==> config.mk <==
export PLATFORM = sky130hd
export DESIGN_NAME = multi_slot_timer_manager
export DESIGN_NICKNAME = d
export VERILOG_FILES = /design/src/rtl/mstm_pkg.sv /design/src/rtl/mstm_cmd_fifo.sv /design/src/rtl/mstm_engine.sv /design/src/rtl/multi_slot_timer_manager.sv
export SDC_FILE = /design/constraint.sdc
export NUM_CORES = 2
export LEC_CHECK = 0
export BUFFER_PORTS_ARGS = -buffer_cell sky130_fd_sc_hd__buf_2
export CAP_MARGIN = 15
export CORE_ASPECT_RATIO = 1.75
export CORE_MARGIN = 3
export CORE_UTILIZATION = 40
export CTS_CLUSTER_DIAMETER = 150
export DETAILED_ROUTE_END_ITERATION = 10
export PLACE_DENSITY = 0.61
export SLEW_MARGIN = 20
export SYNTH_ARGS = -nofsm -noshare
export SYNTH_HDL_FRONTEND = slang
export SYNTH_HIERARCHICAL = 1
export SYNTH_SLANG_ARGS = --single-unit
==> constraint.sdc <==
create_clock -name clk -period 6.25 [get_ports clk]
set_clock_uncertainty 0.1 [all_clocks]
set_input_delay 0 -clock clk [delete_from_list [all_inputs] [get_ports clk]]
set_output_delay 0 -clock clk [all_outputs]
set_load 0.005 [all_outputs]
==> src/rtl/mstm_pkg.sv <==
`timescale 1ns / 1ps
// ----------------------------------------------------------------------------
// mstm_pkg
// Shared types and constants of the timer table.
// ----------------------------------------------------------------------------
package mstm_pkg;

	localparam int unsigned DEF_TIMER_SLOTS = 16;
	localparam int unsigned ID_W = 16;
	localparam int unsigned TICK_W = 32;
	localparam int unsigned OP_W = 3;
	localparam int unsigned ST_W = 2;

	typedef enum logic [OP_W-1:0] {
		OP_START   = 3'd0,
		OP_STOP    = 3'd1,
		OP_RESTART = 3'd2,
		OP_SETCYC  = 3'd3,
		OP_TICK    = 3'd4,
		OP_QUERY   = 3'd5,
		OP_CLEAR   = 3'd6,
		OP_NOP     = 3'd7
	} op_t;

	typedef enum logic [ST_W-1:0] {
		ST_OK        = 2'd0,
		ST_FULL      = 2'd1,
		ST_NOT_FOUND = 2'd2,
		ST_RSVD      = 2'd3
	} status_t;

	typedef struct packed {
		op_t                opcode;
		logic [ID_W-1:0]   job_id;
		logic [TICK_W-1:0] duration_ticks;
		logic               cyclic;
	} cmd_t;

	typedef struct packed {
		logic              kind;
		logic [ID_W-1:0]  expired_id;
		logic              expired_cyclic;
		status_t           status;
		logic              is_active;
		logic              last;
	} res_t;

	typedef enum logic [1:0] {
		EX_IDLE,
		EX_SCAN,
		EX_APPLY,
		EX_EMIT
	} ex_state_t;

endpackage

==> src/rtl/mstm_cmd_fifo.sv <==
`timescale 1ns / 1ps
// ----------------------------------------------------------------------------
// mstm_cmd_fifo
// Two-entry command queue between the front end and the execution engine.
// ----------------------------------------------------------------------------
module mstm_cmd_fifo
	import mstm_pkg::*;
(
	input  logic clk,
	input  logic arst_n,
	input  logic wr_en,
	input  cmd_t wr_word,
	output logic full,
	input  logic rd_en,
	output cmd_t rd_word,
	output logic empty
);
	cmd_t        mem_q [2];
	logic        wp_q, rp_q;
	logic [1:0]  cnt_q;

	assign full    = (cnt_q == 2'd2);
	assign empty   = (cnt_q == 2'd0);
	assign rd_word = mem_q[rp_q];

	always_ff @(posedge clk) begin
		if (wr_en && !full) mem_q[wp_q] <= wr_word;
	end

	always_ff @(posedge clk or negedge arst_n) begin
		if (!arst_n) begin
			wp_q  <= 1'b0;
			rp_q  <= 1'b0;
			cnt_q <= 2'd0;
		end else begin
			if (wr_en && !full) wp_q <= ~wp_q;
			if (rd_en && !empty) rp_q <= ~rp_q;
			cnt_q <= cnt_q + 2'(wr_en && !full) - 2'(rd_en && !empty);
		end
	end

`ifndef SYNTHESIS
	a_cnt_range: assert property (@(posedge clk) disable iff (!arst_n) cnt_q != 2'd3)
		else $error("command queue count out of range");
	a_full_hold: assert property (@(posedge clk) disable iff (!arst_n)
		full && !rd_en |=> full)
		else $error("full queue drained without read");
	a_empty_hold: assert property (@(posedge clk) disable iff (!arst_n)
		empty && !wr_en |=> empty)
		else $error("empty queue filled without write");
`endif
endmodule

==> src/rtl/mstm_engine.sv <==
`timescale 1ns / 1ps
// ----------------------------------------------------------------------------
// mstm_engine
// Timer table and sequencer: scans one slot per cycle unless held; emits words.
// ----------------------------------------------------------------------------
module mstm_engine
	import mstm_pkg::*;
#(
	parameter int unsigned TIMER_SLOTS = DEF_TIMER_SLOTS,
	localparam int unsigned SW = (TIMER_SLOTS > 1) ? $clog2(TIMER_SLOTS) : 1
) (
	input  logic clk,
	input  logic arst_n,
	input  cmd_t cmd,
	input  logic cmd_empty,
	output logic cmd_pop,
	output res_t res,
	output logic res_valid,
	input  logic res_ready
);
	logic [TIMER_SLOTS-1:0] valid_q;
	logic [ID_W-1:0]        id_q   [TIMER_SLOTS];
	logic [TICK_W-1:0]      dur_q  [TIMER_SLOTS];
	logic [TICK_W-1:0]      ela_q  [TIMER_SLOTS];
	logic [TIMER_SLOTS-1:0] cyc_q;

	ex_state_t state_q, state_d;
	cmd_t      cmd_q;
	logic [SW-1:0] idx_q;
	logic      hit_q, free_q;
	logic [SW-1:0] hit_idx_q, free_idx_q;
	logic      any_exp_q;
	res_t      res_q;
	logic      res_valid_q;

	logic [TICK_W-1:0] inc;
	logic      match, expire, more_exp, scan_end;
	logic [SW-1:0] nxt;
	logic      res_busy, res_load;
	status_t   apply_st;

	assign scan_end = (32'(idx_q) == TIMER_SLOTS - 1);
	assign nxt      = idx_q + SW'(1);
	assign match    = valid_q[idx_q] && (id_q[idx_q] == cmd_q.job_id);
	assign inc      = (ela_q[idx_q] == '1) ? ela_q[idx_q] : ela_q[idx_q] + 1'b1;
	assign expire   = valid_q[idx_q] && (inc >= dur_q[idx_q]);
	assign res_busy = res_valid_q && !res_ready;
	assign res_load = !res_busy &&
		(((state_q == EX_SCAN) && (cmd_q.opcode == OP_TICK) && expire) ||
		 ((state_q == EX_APPLY) && (cmd_q.opcode != OP_NOP)));

	// look ahead for any later expiry, used to mark the final event word
	always_comb begin
		more_exp = 1'b0;
		for (int i = 0; i < TIMER_SLOTS; i++) begin
			if (i > 32'(idx_q) && valid_q[i] &&
			    (((ela_q[i] == '1) ? ela_q[i] : ela_q[i] + 1'b1) >= dur_q[i]))
				more_exp = 1'b1;
		end
	end

	always_comb begin
		apply_st = ST_OK;
		case (cmd_q.opcode) inside
			OP_START: if (!hit_q && !free_q) apply_st = ST_FULL;
			OP_STOP, OP_RESTART, OP_SETCYC: if (!hit_q) apply_st = ST_NOT_FOUND;
			default: ;
		endcase
	end

	always_comb begin
		state_d = state_q;
		unique case (state_q)
			EX_IDLE:  if (!cmd_empty) state_d = EX_SCAN;
			EX_SCAN: begin
				if (cmd_q.opcode == OP_TICK) begin
					if (expire && !(res_valid_q && !res_ready)) state_d = EX_EMIT;
					else if (!expire && scan_end) state_d = EX_IDLE;
				end else if (scan_end) state_d = EX_APPLY;
			end
			EX_APPLY: if (!(res_valid_q && !res_ready)) state_d = EX_IDLE;
			EX_EMIT:  state_d = scan_end ? EX_IDLE : EX_SCAN;
			default:  state_d = EX_IDLE;
		endcase
	end

	always_comb begin
		cmd_pop = (state_q == EX_IDLE) && !cmd_empty;
	end

	assign res       = res_q;
	assign res_valid = res_valid_q;

	always_ff @(posedge clk or negedge arst_n) begin
		if (!arst_n) begin
			state_q     <= EX_IDLE;
			valid_q     <= '0;
			res_valid_q <= 1'b0;
			idx_q       <= '0;
			hit_q       <= 1'b0;
			free_q      <= 1'b0;
			any_exp_q   <= 1'b0;
		end else begin
			state_q <= state_d;
			if (res_load) res_valid_q <= 1'b1;
			else if (res_ready) res_valid_q <= 1'b0;
			unique case (state_q)
				EX_IDLE: begin
					idx_q  <= '0;
					hit_q  <= 1'b0;
					free_q <= 1'b0;
					if (!cmd_empty) cmd_q <= cmd;
				end
				EX_SCAN: begin
					if (cmd_q.opcode == OP_TICK) begin
						if (!expire) begin
							if (valid_q[idx_q]) ela_q[idx_q] <= inc;
							idx_q <= nxt;
						end else if (!(res_valid_q && !res_ready)) begin
							res_q.kind           <= 1'b1;
							res_q.expired_id     <= id_q[idx_q];
							res_q.expired_cyclic <= cyc_q[idx_q];
							res_q.status         <= ST_OK;
							res_q.is_active      <= 1'b0;
							res_q.last           <= !more_exp;
							if (cyc_q[idx_q]) ela_q[idx_q] <= '0;
							else valid_q[idx_q] <= 1'b0;
						end
					end else begin
						if (match && !hit_q) begin
							hit_q <= 1'b1; hit_idx_q <= idx_q;
						end
						if (!valid_q[idx_q] && !free_q) begin
							free_q <= 1'b1; free_idx_q <= idx_q;
						end
						idx_q <= nxt;
					end
				end
				EX_EMIT: idx_q <= nxt;
				EX_APPLY: begin
					if (!(res_valid_q && !res_ready)) begin
						res_q.kind           <= 1'b0;
						res_q.expired_id     <= '0;
						res_q.expired_cyclic <= 1'b0;
						res_q.status         <= apply_st;
						res_q.is_active      <= (cmd_q.opcode == OP_QUERY) && hit_q;
						res_q.last           <= 1'b1;
						case (cmd_q.opcode)
							OP_START: begin
								if (hit_q || free_q) begin
									valid_q[hit_q ? hit_idx_q : free_idx_q] <= 1'b1;
									id_q[hit_q ? hit_idx_q : free_idx_q]    <= cmd_q.job_id;
									dur_q[hit_q ? hit_idx_q : free_idx_q]   <= cmd_q.duration_ticks;
									ela_q[hit_q ? hit_idx_q : free_idx_q]   <= '0;
									cyc_q[hit_q ? hit_idx_q : free_idx_q]   <= cmd_q.cyclic;
								end
							end
							OP_STOP: if (hit_q) valid_q[hit_idx_q] <= 1'b0;
							OP_RESTART: if (hit_q) ela_q[hit_idx_q] <= '0;
							OP_SETCYC: if (hit_q) cyc_q[hit_idx_q] <= cmd_q.cyclic;
							OP_CLEAR: valid_q <= '0;
							default: ;
						endcase
					end
				end
				default: ;
			endcase
		end
	end

`ifndef SYNTHESIS
	a_pop_idle: assert property (@(posedge clk) disable iff (!arst_n)
		cmd_pop |-> state_q == EX_IDLE)
		else $error("command taken while busy");
	a_emit_word: assert property (@(posedge clk) disable iff (!arst_n)
		state_q == EX_EMIT |-> res_valid_q && res_q.kind)
		else $error("emit state without event word");
	a_res_hold: assert property (@(posedge clk) disable iff (!arst_n)
		res_valid_q && !res_ready |=> res_valid_q && $stable(res_q))
		else $error("result word lost under stall");
`endif
endmodule

==> src/rtl/multi_slot_timer_manager.sv <==
`timescale 1ns / 1ps
// ----------------------------------------------------------------------------
// multi_slot_timer_manager
// Table of software timers driven by a command queue, with an event queue out.
// ----------------------------------------------------------------------------
// Usage:
//   Commands enter through push/full; one command is taken per edge with
//   push high and full low. Results leave through empty/pop; the oldest
//   word sits on the result ports while empty is low.
//   A two-entry command queue decouples the front from the slot sequencer.
//   Every command walks all TIMER_SLOTS slots through the table's single
//   scan index, one per cycle except that an expiry word holds the walk
//   on its slot; a word left pending while pop is low stalls the next one.
//   A status word is registered after the scan of its command, in the apply
//   step; an expiry word when the scan reaches its slot and the output is free.
//   Reset empties the table and both queues at once.
//   While pop stays low, the sequencer holds at the pending word and the
//   command queue fills; then full rises.
// ----------------------------------------------------------------------------
module multi_slot_timer_manager
	import mstm_pkg::*;
#(
	parameter int unsigned TIMER_SLOTS = DEF_TIMER_SLOTS
) (
	input  logic              clk,
	input  logic              arst_n,
	input  logic              push,
	output logic              full,
	input  logic [OP_W-1:0]   opcode,
	input  logic [ID_W-1:0]   job_id,
	input  logic [TICK_W-1:0] duration_ticks,
	input  logic              cyclic,
	output logic              empty,
	input  logic              pop,
	output logic              kind,
	output logic [ID_W-1:0]   expired_id,
	output logic              expired_cyclic,
	output logic [ST_W-1:0]   status,
	output logic              is_active,
	output logic              last
);
	cmd_t in_word, q_word;
	logic q_empty, q_pop;
	res_t res;
	logic res_valid;

	assign in_word = '{opcode: op_t'(opcode), job_id: job_id,
	                   duration_ticks: duration_ticks, cyclic: cyclic};

	mstm_cmd_fifo u_fifo (
		.clk, .arst_n, .wr_en(push), .wr_word(in_word), .full,
		.rd_en(q_pop), .rd_word(q_word), .empty(q_empty)
	);

	mstm_engine #(.TIMER_SLOTS(TIMER_SLOTS)) u_engine (
		.clk, .arst_n, .cmd(q_word), .cmd_empty(q_empty), .cmd_pop(q_pop),
		.res, .res_valid, .res_ready(pop)
	);

	assign empty          = !res_valid;
	assign kind           = res.kind;
	assign expired_id     = res.expired_id;
	assign expired_cyclic = res.expired_cyclic;
	assign status         = res.status;
	assign is_active      = res.is_active;
	assign last           = res.last;
endmodule

# ---- Yosys cells after proc, flatten, opt, wreduce, memory -nomap -nowiden
# Memories as Yosys holds them, arrays and structs flattened. A register that Yosys moved wholly into a read port is not among the register bits.
# Cells that the tools add are included.
dict set report word_totals {
  input_bits 56
  out_inout_bits 24
  elab_cells 335
  reg_bits 75
  ramBits 1384
  memories 4
}
# name words width read_ports rd_ports_with_merged_regs write_ports line_no
set memory_table {}
lappend memory_table {u_engine.dur_q 16 32 16 0 1 mstm_engine.sv:23} ;# logic [TICK_W-1:0] dur_q [TIMER_SLOTS];
lappend memory_table {u_engine.ela_q 16 32 16 0 1 mstm_engine.sv:24} ;# logic [TICK_W-1:0] ela_q [TIMER_SLOTS];
lappend memory_table {u_engine.id_q 16 16 1 0 1 mstm_engine.sv:22} ;# logic [ID_W-1:0] id_q [TIMER_SLOTS];
lappend memory_table {u_fifo.mem_q 2 52 1 1 1 mstm_cmd_fifo.sv:18} ;# cmd_t mem_q [2];
dict set report classes {
  order_cmp 37
  addsub 19
  bitwise 11
  mux 114
  reduce_logical 86
  n_eq_ne 46
}
# op n
set ops {}
lappend ops {{two-way mux 32 bit} 19}
lappend ops {{adder 32 x 1 -> 32 bit, second input constant} 16}
lappend ops {{== test 32 bit, second input constant} 16}
lappend ops {{>= comparator 32 bit} 16}
lappend ops {{two-way mux 16 bit} 9}
lappend ops {{two-way mux 22 bit} 4}
lappend ops {{case mux 16 bit (2 select lines)} 2}
lappend ops {{OR reduction 32 bit} 2}
lappend ops {{logical AND 1 bit} 53}
lappend ops {{two-way mux 1 bit} 53}
lappend ops {{case mux 16 bit (3 select lines)} 1}
lappend ops {{case mux 22 bit (2 select lines)} 1}
lappend ops {{bitwise AND 16 bit} 2}
lappend ops {{bitwise mux 16 bit} 2}
lappend ops {{> comparator 4 bit, first input constant} 8}
lappend ops {{inverter 16 bit} 2}
lappend ops {{two-way mux 4 bit} 5}
lappend ops {{two-way mux 2 bit} 9}
lappend ops {{!= test 2 bit, second input constant} 9}
lappend ops {{== test 16 bit} 1}
lappend ops {{> comparator 3 x 4 -> 1 bit, first input constant} 4}
lappend ops {{bitwise OR 16 bit} 1}
lappend ops {{< comparator 4 x 5 -> 1 bit, second input constant} 3}
lappend ops {{demux 1 bit (select 4 bit)} 3}
lappend ops {{34 further kinds} 72}

# ---- Logic depth before layout (Yosys ltp)
# An unclocked memory read counts as a cell.
dict set report depth {
  word_depth 25
  mapped_depth 27
}

# ---- Hierarchy
# The synthesis kept the hierarchy.
# mod area_each_um2 instances cells_per_inst
set modules_own_cells {}
lappend modules_own_cells {mstm_engine 77719.5 1 6067}
lappend modules_own_cells {mstm_cmd_fifo 4204.0 1 180}
lappend modules_own_cells {multi_slot_timer_manager 3.8 1 1}

# ---- Worst setup path before layout
# No wires, ideal clock.
dict set report synth_path {
  path_kind {reg-to-reg}
  start {reg u_engine.idx_q[0]}
  end {mem u_engine.ela_q[13][0] (enable)}
  period_less_slack_ps 6915
  path_stages_with_launch 22
  required_ps 5725
  t_arrival_ps 6390
  path_buffers 9
  path_slack_ps -665
  setup_ps 425
  cell_sequence {dfrtp_1 > buf_6 > buf_12 > buf_6 > buf_8 > buf_6 > buf_8 > buf_4 > buf_2 > buf_1 > mux4_2 > a221oi_1 > ha_1 > nand3_1 > nor3_1 > nand2_1 > a311oi_1 > o311ai_1 > o211a_1 > a21boi_0 > and2_1 > nor2b_1}
}
dict set report synth_via {
  elab_chain_cells 13
}
# item line_no
set synth_lines {}
lappend synth_lines {{start, declared} mstm_engine.sv:29} ;# logic [SW-1:0] idx_q;
lappend synth_lines {{start signal, assigned} mstm_engine.sv:118} ;# idx_q <= nxt;
lappend synth_lines {{start signal, assigned} mstm_engine.sv:136} ;# idx_q <= nxt;
lappend synth_lines {{start signal, assigned} mstm_engine.sv:139} ;# EX_EMIT: idx_q <= nxt;
lappend synth_lines {{memory read (16 x 32 bit)} -}
lappend synth_lines {{adder 32 x 1 -> 32 bit / == test 32 bit (equally long branches)} mstm_engine.sv:45} ;# assign inc = (ela_q[idx_q] == '1) ? ela_q[idx_q] : ela_q[idx_q] + 1'b1;
lappend synth_lines {{two-way mux 32 bit} mstm_engine.sv:45}
lappend synth_lines {{>= comparator 32 bit} mstm_engine.sv:46} ;# assign expire = valid_q[idx_q] && (inc >= dur_q[idx_q]);
lappend synth_lines {{logical AND 1 bit} mstm_engine.sv:46}
lappend synth_lines {{two-way mux 1 bit} mstm_engine.sv:116} ;# if (!expire) begin
lappend synth_lines {{two-way mux 1 bit} mstm_engine.sv:115} ;# if (cmd_q.opcode == OP_TICK) begin
lappend synth_lines {{two-way mux 1 bit} mstm_engine.sv:107} ;# unique case (state_q)
lappend synth_lines {{logical AND 1 bit, on equally long branches} {mstm_engine.sv:117, mstm_engine.sv:126}}
lappend synth_lines {{two-way mux 1 bit, on equally long branches} {mstm_engine.sv:117, mstm_engine.sv:126}}
lappend synth_lines {{bitwise OR 1 bit (no source line)} -}
lappend synth_lines {{two-way mux 1 bit (no source line) (2 in a row)} -}
lappend synth_lines {{end, declared} mstm_engine.sv:24}
# Parallel ways exist; a longest one is shown, timed or not. The select of a mux whose other input is x is not followed.

==> metrics.md <==
| Metric | Value |
|---|---|
| Status | complete, but fails checks |
| Failing checks | setup timing |
| Routability Congestion | approximately 1.1 |
| Max-slew violations | 0 |
| Pleak | around 39 nW |
| Core area | 204000 µm² |
| Total Routing Usage GR | 32.9% |
| Slew HR | 16.7% |
| Post-route cell area | around 100000 µm² |
| Largest family of logic cells by synthesized area | simple AND/OR/NAND/NOR gates |
| DRC viols | 0 |
| XOR/XNOR Fraction of Synth Area | 5.35% |
| Die area | 210000 µm² |
| CP Launch Type | flip-flop |
| Max clock buf depth | 4 |
| Mapped Area | 81900 µm² |
| Vias per std cell | 5.98 |
| Max-cap violations | 0 |
| Main flop type after synthesis | edfxtp_1 |
| # IOs | 80 |
| Synth Instances | 6248 |
| Dpl ws | -761 ps |
| Clock root cell | clkbuf_16 |
| Worst VDD drop | between 0.4 and 0.5 mV |
| Std-Cell Rows | 219 |
| Die X | about 350 µm |
| Initial DRC Count | about 6000 |
| Placed Instances | 9825 |
| CTS buffer count | 150 |
| Asr flop ratio synth | under 10% |
| Grt met3 use | around 4.8% |
| Critical R2R Launch | u_engine/ela_q[5][4] |
| Mux contribution to synthesized area | 10.2% |
| Wire per inst | 34.7 µm |
| Critical-path maximum fanout | 5 |
| Pin count of the biggest net entering global routing | 53 |
| Most Crowded Layer GR | met2 |
| Post-synth top area cell | edfxtp_1 |
| Fraction of layout instances using a drive strength above 1 | 24.2% |
| Final setup fails | 1 |
| CTS H-Tree Depth | 4 |
| Vias in the first global route | 62519 |
| Library cells used by synthesis | 92 |
| Routing usage on met2 | a little under 60% |
| Max frequency | around 160 MHz |
| Simple-gate area share of the yosys netlist | 10.4% |
| Aggregate global routing overflow | 0 |
| Non-filler cells, final | 10257 |
| IO buf count | 79 |
| WHS | 124 ps |
| Initial antenna violation count | 14 |
| Met1 GRT Util | 31.8% |
| Worst endpoint data arrival time | between 6000 and 7000 ps |
| Placed Area | roughly 94000 µm² |
| Nets | 8076 |
| Clk slew on worst S/H paths | approximately 70 ps |
| Tcrit/Tclk final | 101% |
| Pwr/cell area | 367 nW/µm² |
| Critical path class | reg2reg |
| Beginning of the critical path | u_engine/ela_q[5][4] |
| Yosys top cell area share | 54.3% |
| Post-DP HPWL | about 280000 µm |
| Slew @ Worst Pin | 1250 ps |
| Hold path start | pop |
| Req. time, crit path | between 6000 and 7000 ps |
| Adder-Cell Fraction of Synth Area | under 10% |
| Tmin final | roughly 6300 ps |
| First-pass GRT wire length | 478000 µm |
| Layout area overhead | 23.5% |
| RSZ-0062 raised after global routing | true |
| PnR worst setup slack | -56.4 ps |
| Seq/Total Area, Yosys | 55.2% |
| Compound-cell area share of the yosys netlist | 6.88% |
| TritonRoute pass-1 iters | 8 |
| Seq cells post-synth | 1511 |
| Fill cells | about 18000 |
| Layout Utilization | 49.7% |
| Clock sink count | 1511 |
| Number of synthesized flops with an enable pin | 1482 |
| Setup tns final | -56.4 ps |
| Antenna-violating nets left | 0 |
| CP endpoint kind | flip-flop |
| Hold Vio Cnt, Final | 0 |
| Ranking of synthesized cells by area | edfxtp_1 (54%), ha_1 (8.2%), mux4_2 (5.6%), xnor2_1 (3.5%), mux2i_1 (2.8%) |
| Die height | approximately 600 µm |
| Synthesis Warnings | 6 |
| WL final | 356000 µm |
| Starting Density | 40.2% |
| Clk_lat worst skew | 840 ps |
| Syn_nets | 6838 |
| Post-Syn Area per Cell | around 13 µm² |
| Hold Path Class | in2reg |
| Final Power | between 30 and 40 mW |
| TritonCTS clock tree | yes |
| Vias post-DR | 61323 |
==> registers in the layout, indices dropped and copies added (netlist names) <==
register	cells
u_fifo/mem_q	104
u_engine/id_q	256
u_engine/cmd_q	52
u_fifo/wp_q	1
u_fifo/rp_q	1
u_engine/cyc_q	16
u_engine/dur_q	512
u_engine/hit_q	1
u_engine/free_idx_q	4
u_engine/state_q	2
u_engine/res_valid	1
u_engine/valid_q	16
u_fifo/cnt_q	2
u_engine/idx_q	4
u_engine/res	22
u_engine/ela_q	512
u_engine/free_q	1
u_engine/hit_idx_q	4
==> cell families (layout without fill, tap and decap cells) <==
group	count (synthesis)	in the layout
other cells	0	9
simple gates	1628	1628
compound gates	828	828
flops	1511	1511
buf+inv	725	2073
xor+xnor	500	500
fa+ha+maj	534	534
mux	522	522
==> cells in the final DEF, fill, tap and decap left out, drive strengths merged, types with 188 or more instances in the layout <==
master,netlist,final
mux4,220,220
mux2i,227,227
ha,534,534
inv,527,537
edfxtp,1482,1482
buf,101,1159
clkbuf,96,188
nand4,200,200
nor2,276,276
nand2,361,361
nand3,219,219
xnor2,330,330
==> per-layer routing <==
metal  share of wire, %  up-vias  routed length [µm]
met5              0.013        -                  46
met4                 13        8               44700
met3                5.8     1185               20700
met2                 51     3056              181000
met1                 31    30708              109000
li1                   -    26366                   -
==> report_power, final <==
group / switching (mW) / internal (mW) / total, mW
sequential: 0.394 / 12.7 / 13.1
clock: 4.08 / 5.29 / 9.38
combinational: 8.63 / 6.00 / 14.6
total: 13.1 / 24.0 / 37.1
==> critical path: stages (launching register included) <==
cell	delay (ps)
edfxtp_1	400
buf_4	160
and3_1	210
nand3_1	140
buf_12	170
nor4_4	370
buf_4	230
nand2b_1	110
buf_12	170
nor2b_1	150
nand2b_1	100
buf_4	120
inv_1	40
and3_1	180
xor2_1	450
ha_1	210
nand4_1	220
nor4_2	350
buf_4	200
o211ai_1	190
buf_4	240
a2111oi_0	550
buf_4	280
a2111oi_4	80
o2111ai_1	160
buf_4	140
o21ai_2	90
buf_4	210
==> cell usage after synthesis, drive strengths merged, types with 81 or more instances <==
cell type and count:
edfxtp 1482, ha 534, inv 527, nand2 361, xnor2 330, nor2 276
mux2i 227, mux4 220, nand3 219, nand4 200, a21oi 180, xor2 170
o21ai 147, nor3 118, buf 101, and2 100, a21o 99, clkbuf 96
a221oi 81
==> final timing paths <==
kind | endpoint | slack [ps] | depth (start not counted)
setup / recovery | u_engine/res[0] | -60 | 27
hold / removal | u_engine/state_q[1] | 120 | 4
setup reg to reg | u_engine/res[0] | -60 | 27
hold reg to reg | u_fifo/cnt_q[1] | 420 | 1
max in group asynchronous | u_engine/idx_q[3] | 5190 | 4
min in group asynchronous | u_engine/valid_q[14] | 400 | 4
==> repair_timing <==
item,in CTS,in global routing
hold buffers,109,0
pin swaps,19,32
setup endpoints to repair,1028,1027
resized for setup,67,87
gates cloned,8,20
buffers inserted,9,15
endpoints found under the hold margin,212,0
==> layout make-up <==
| type | instances | area, µm² | share of cell area, % |
|---|---|---|---|
| multi-input combinational | 4012 | 34300 | 33.9 |
| inverter | 528 | 1980 | 1.96 |
| tap | 2652 | 3320 | 3.28 |
| sequential | 1511 | 45200 | 44.7 |
| timing repair buffer | 1283 | 11400 | 11.3 |
| clock inverter | 88 | 980 | 0.968 |
| antenna | 9 | 22.5 | 0.0223 |
| clock buffer | 174 | 3940 | 3.89 |
(Power assumes the default switching activity.)
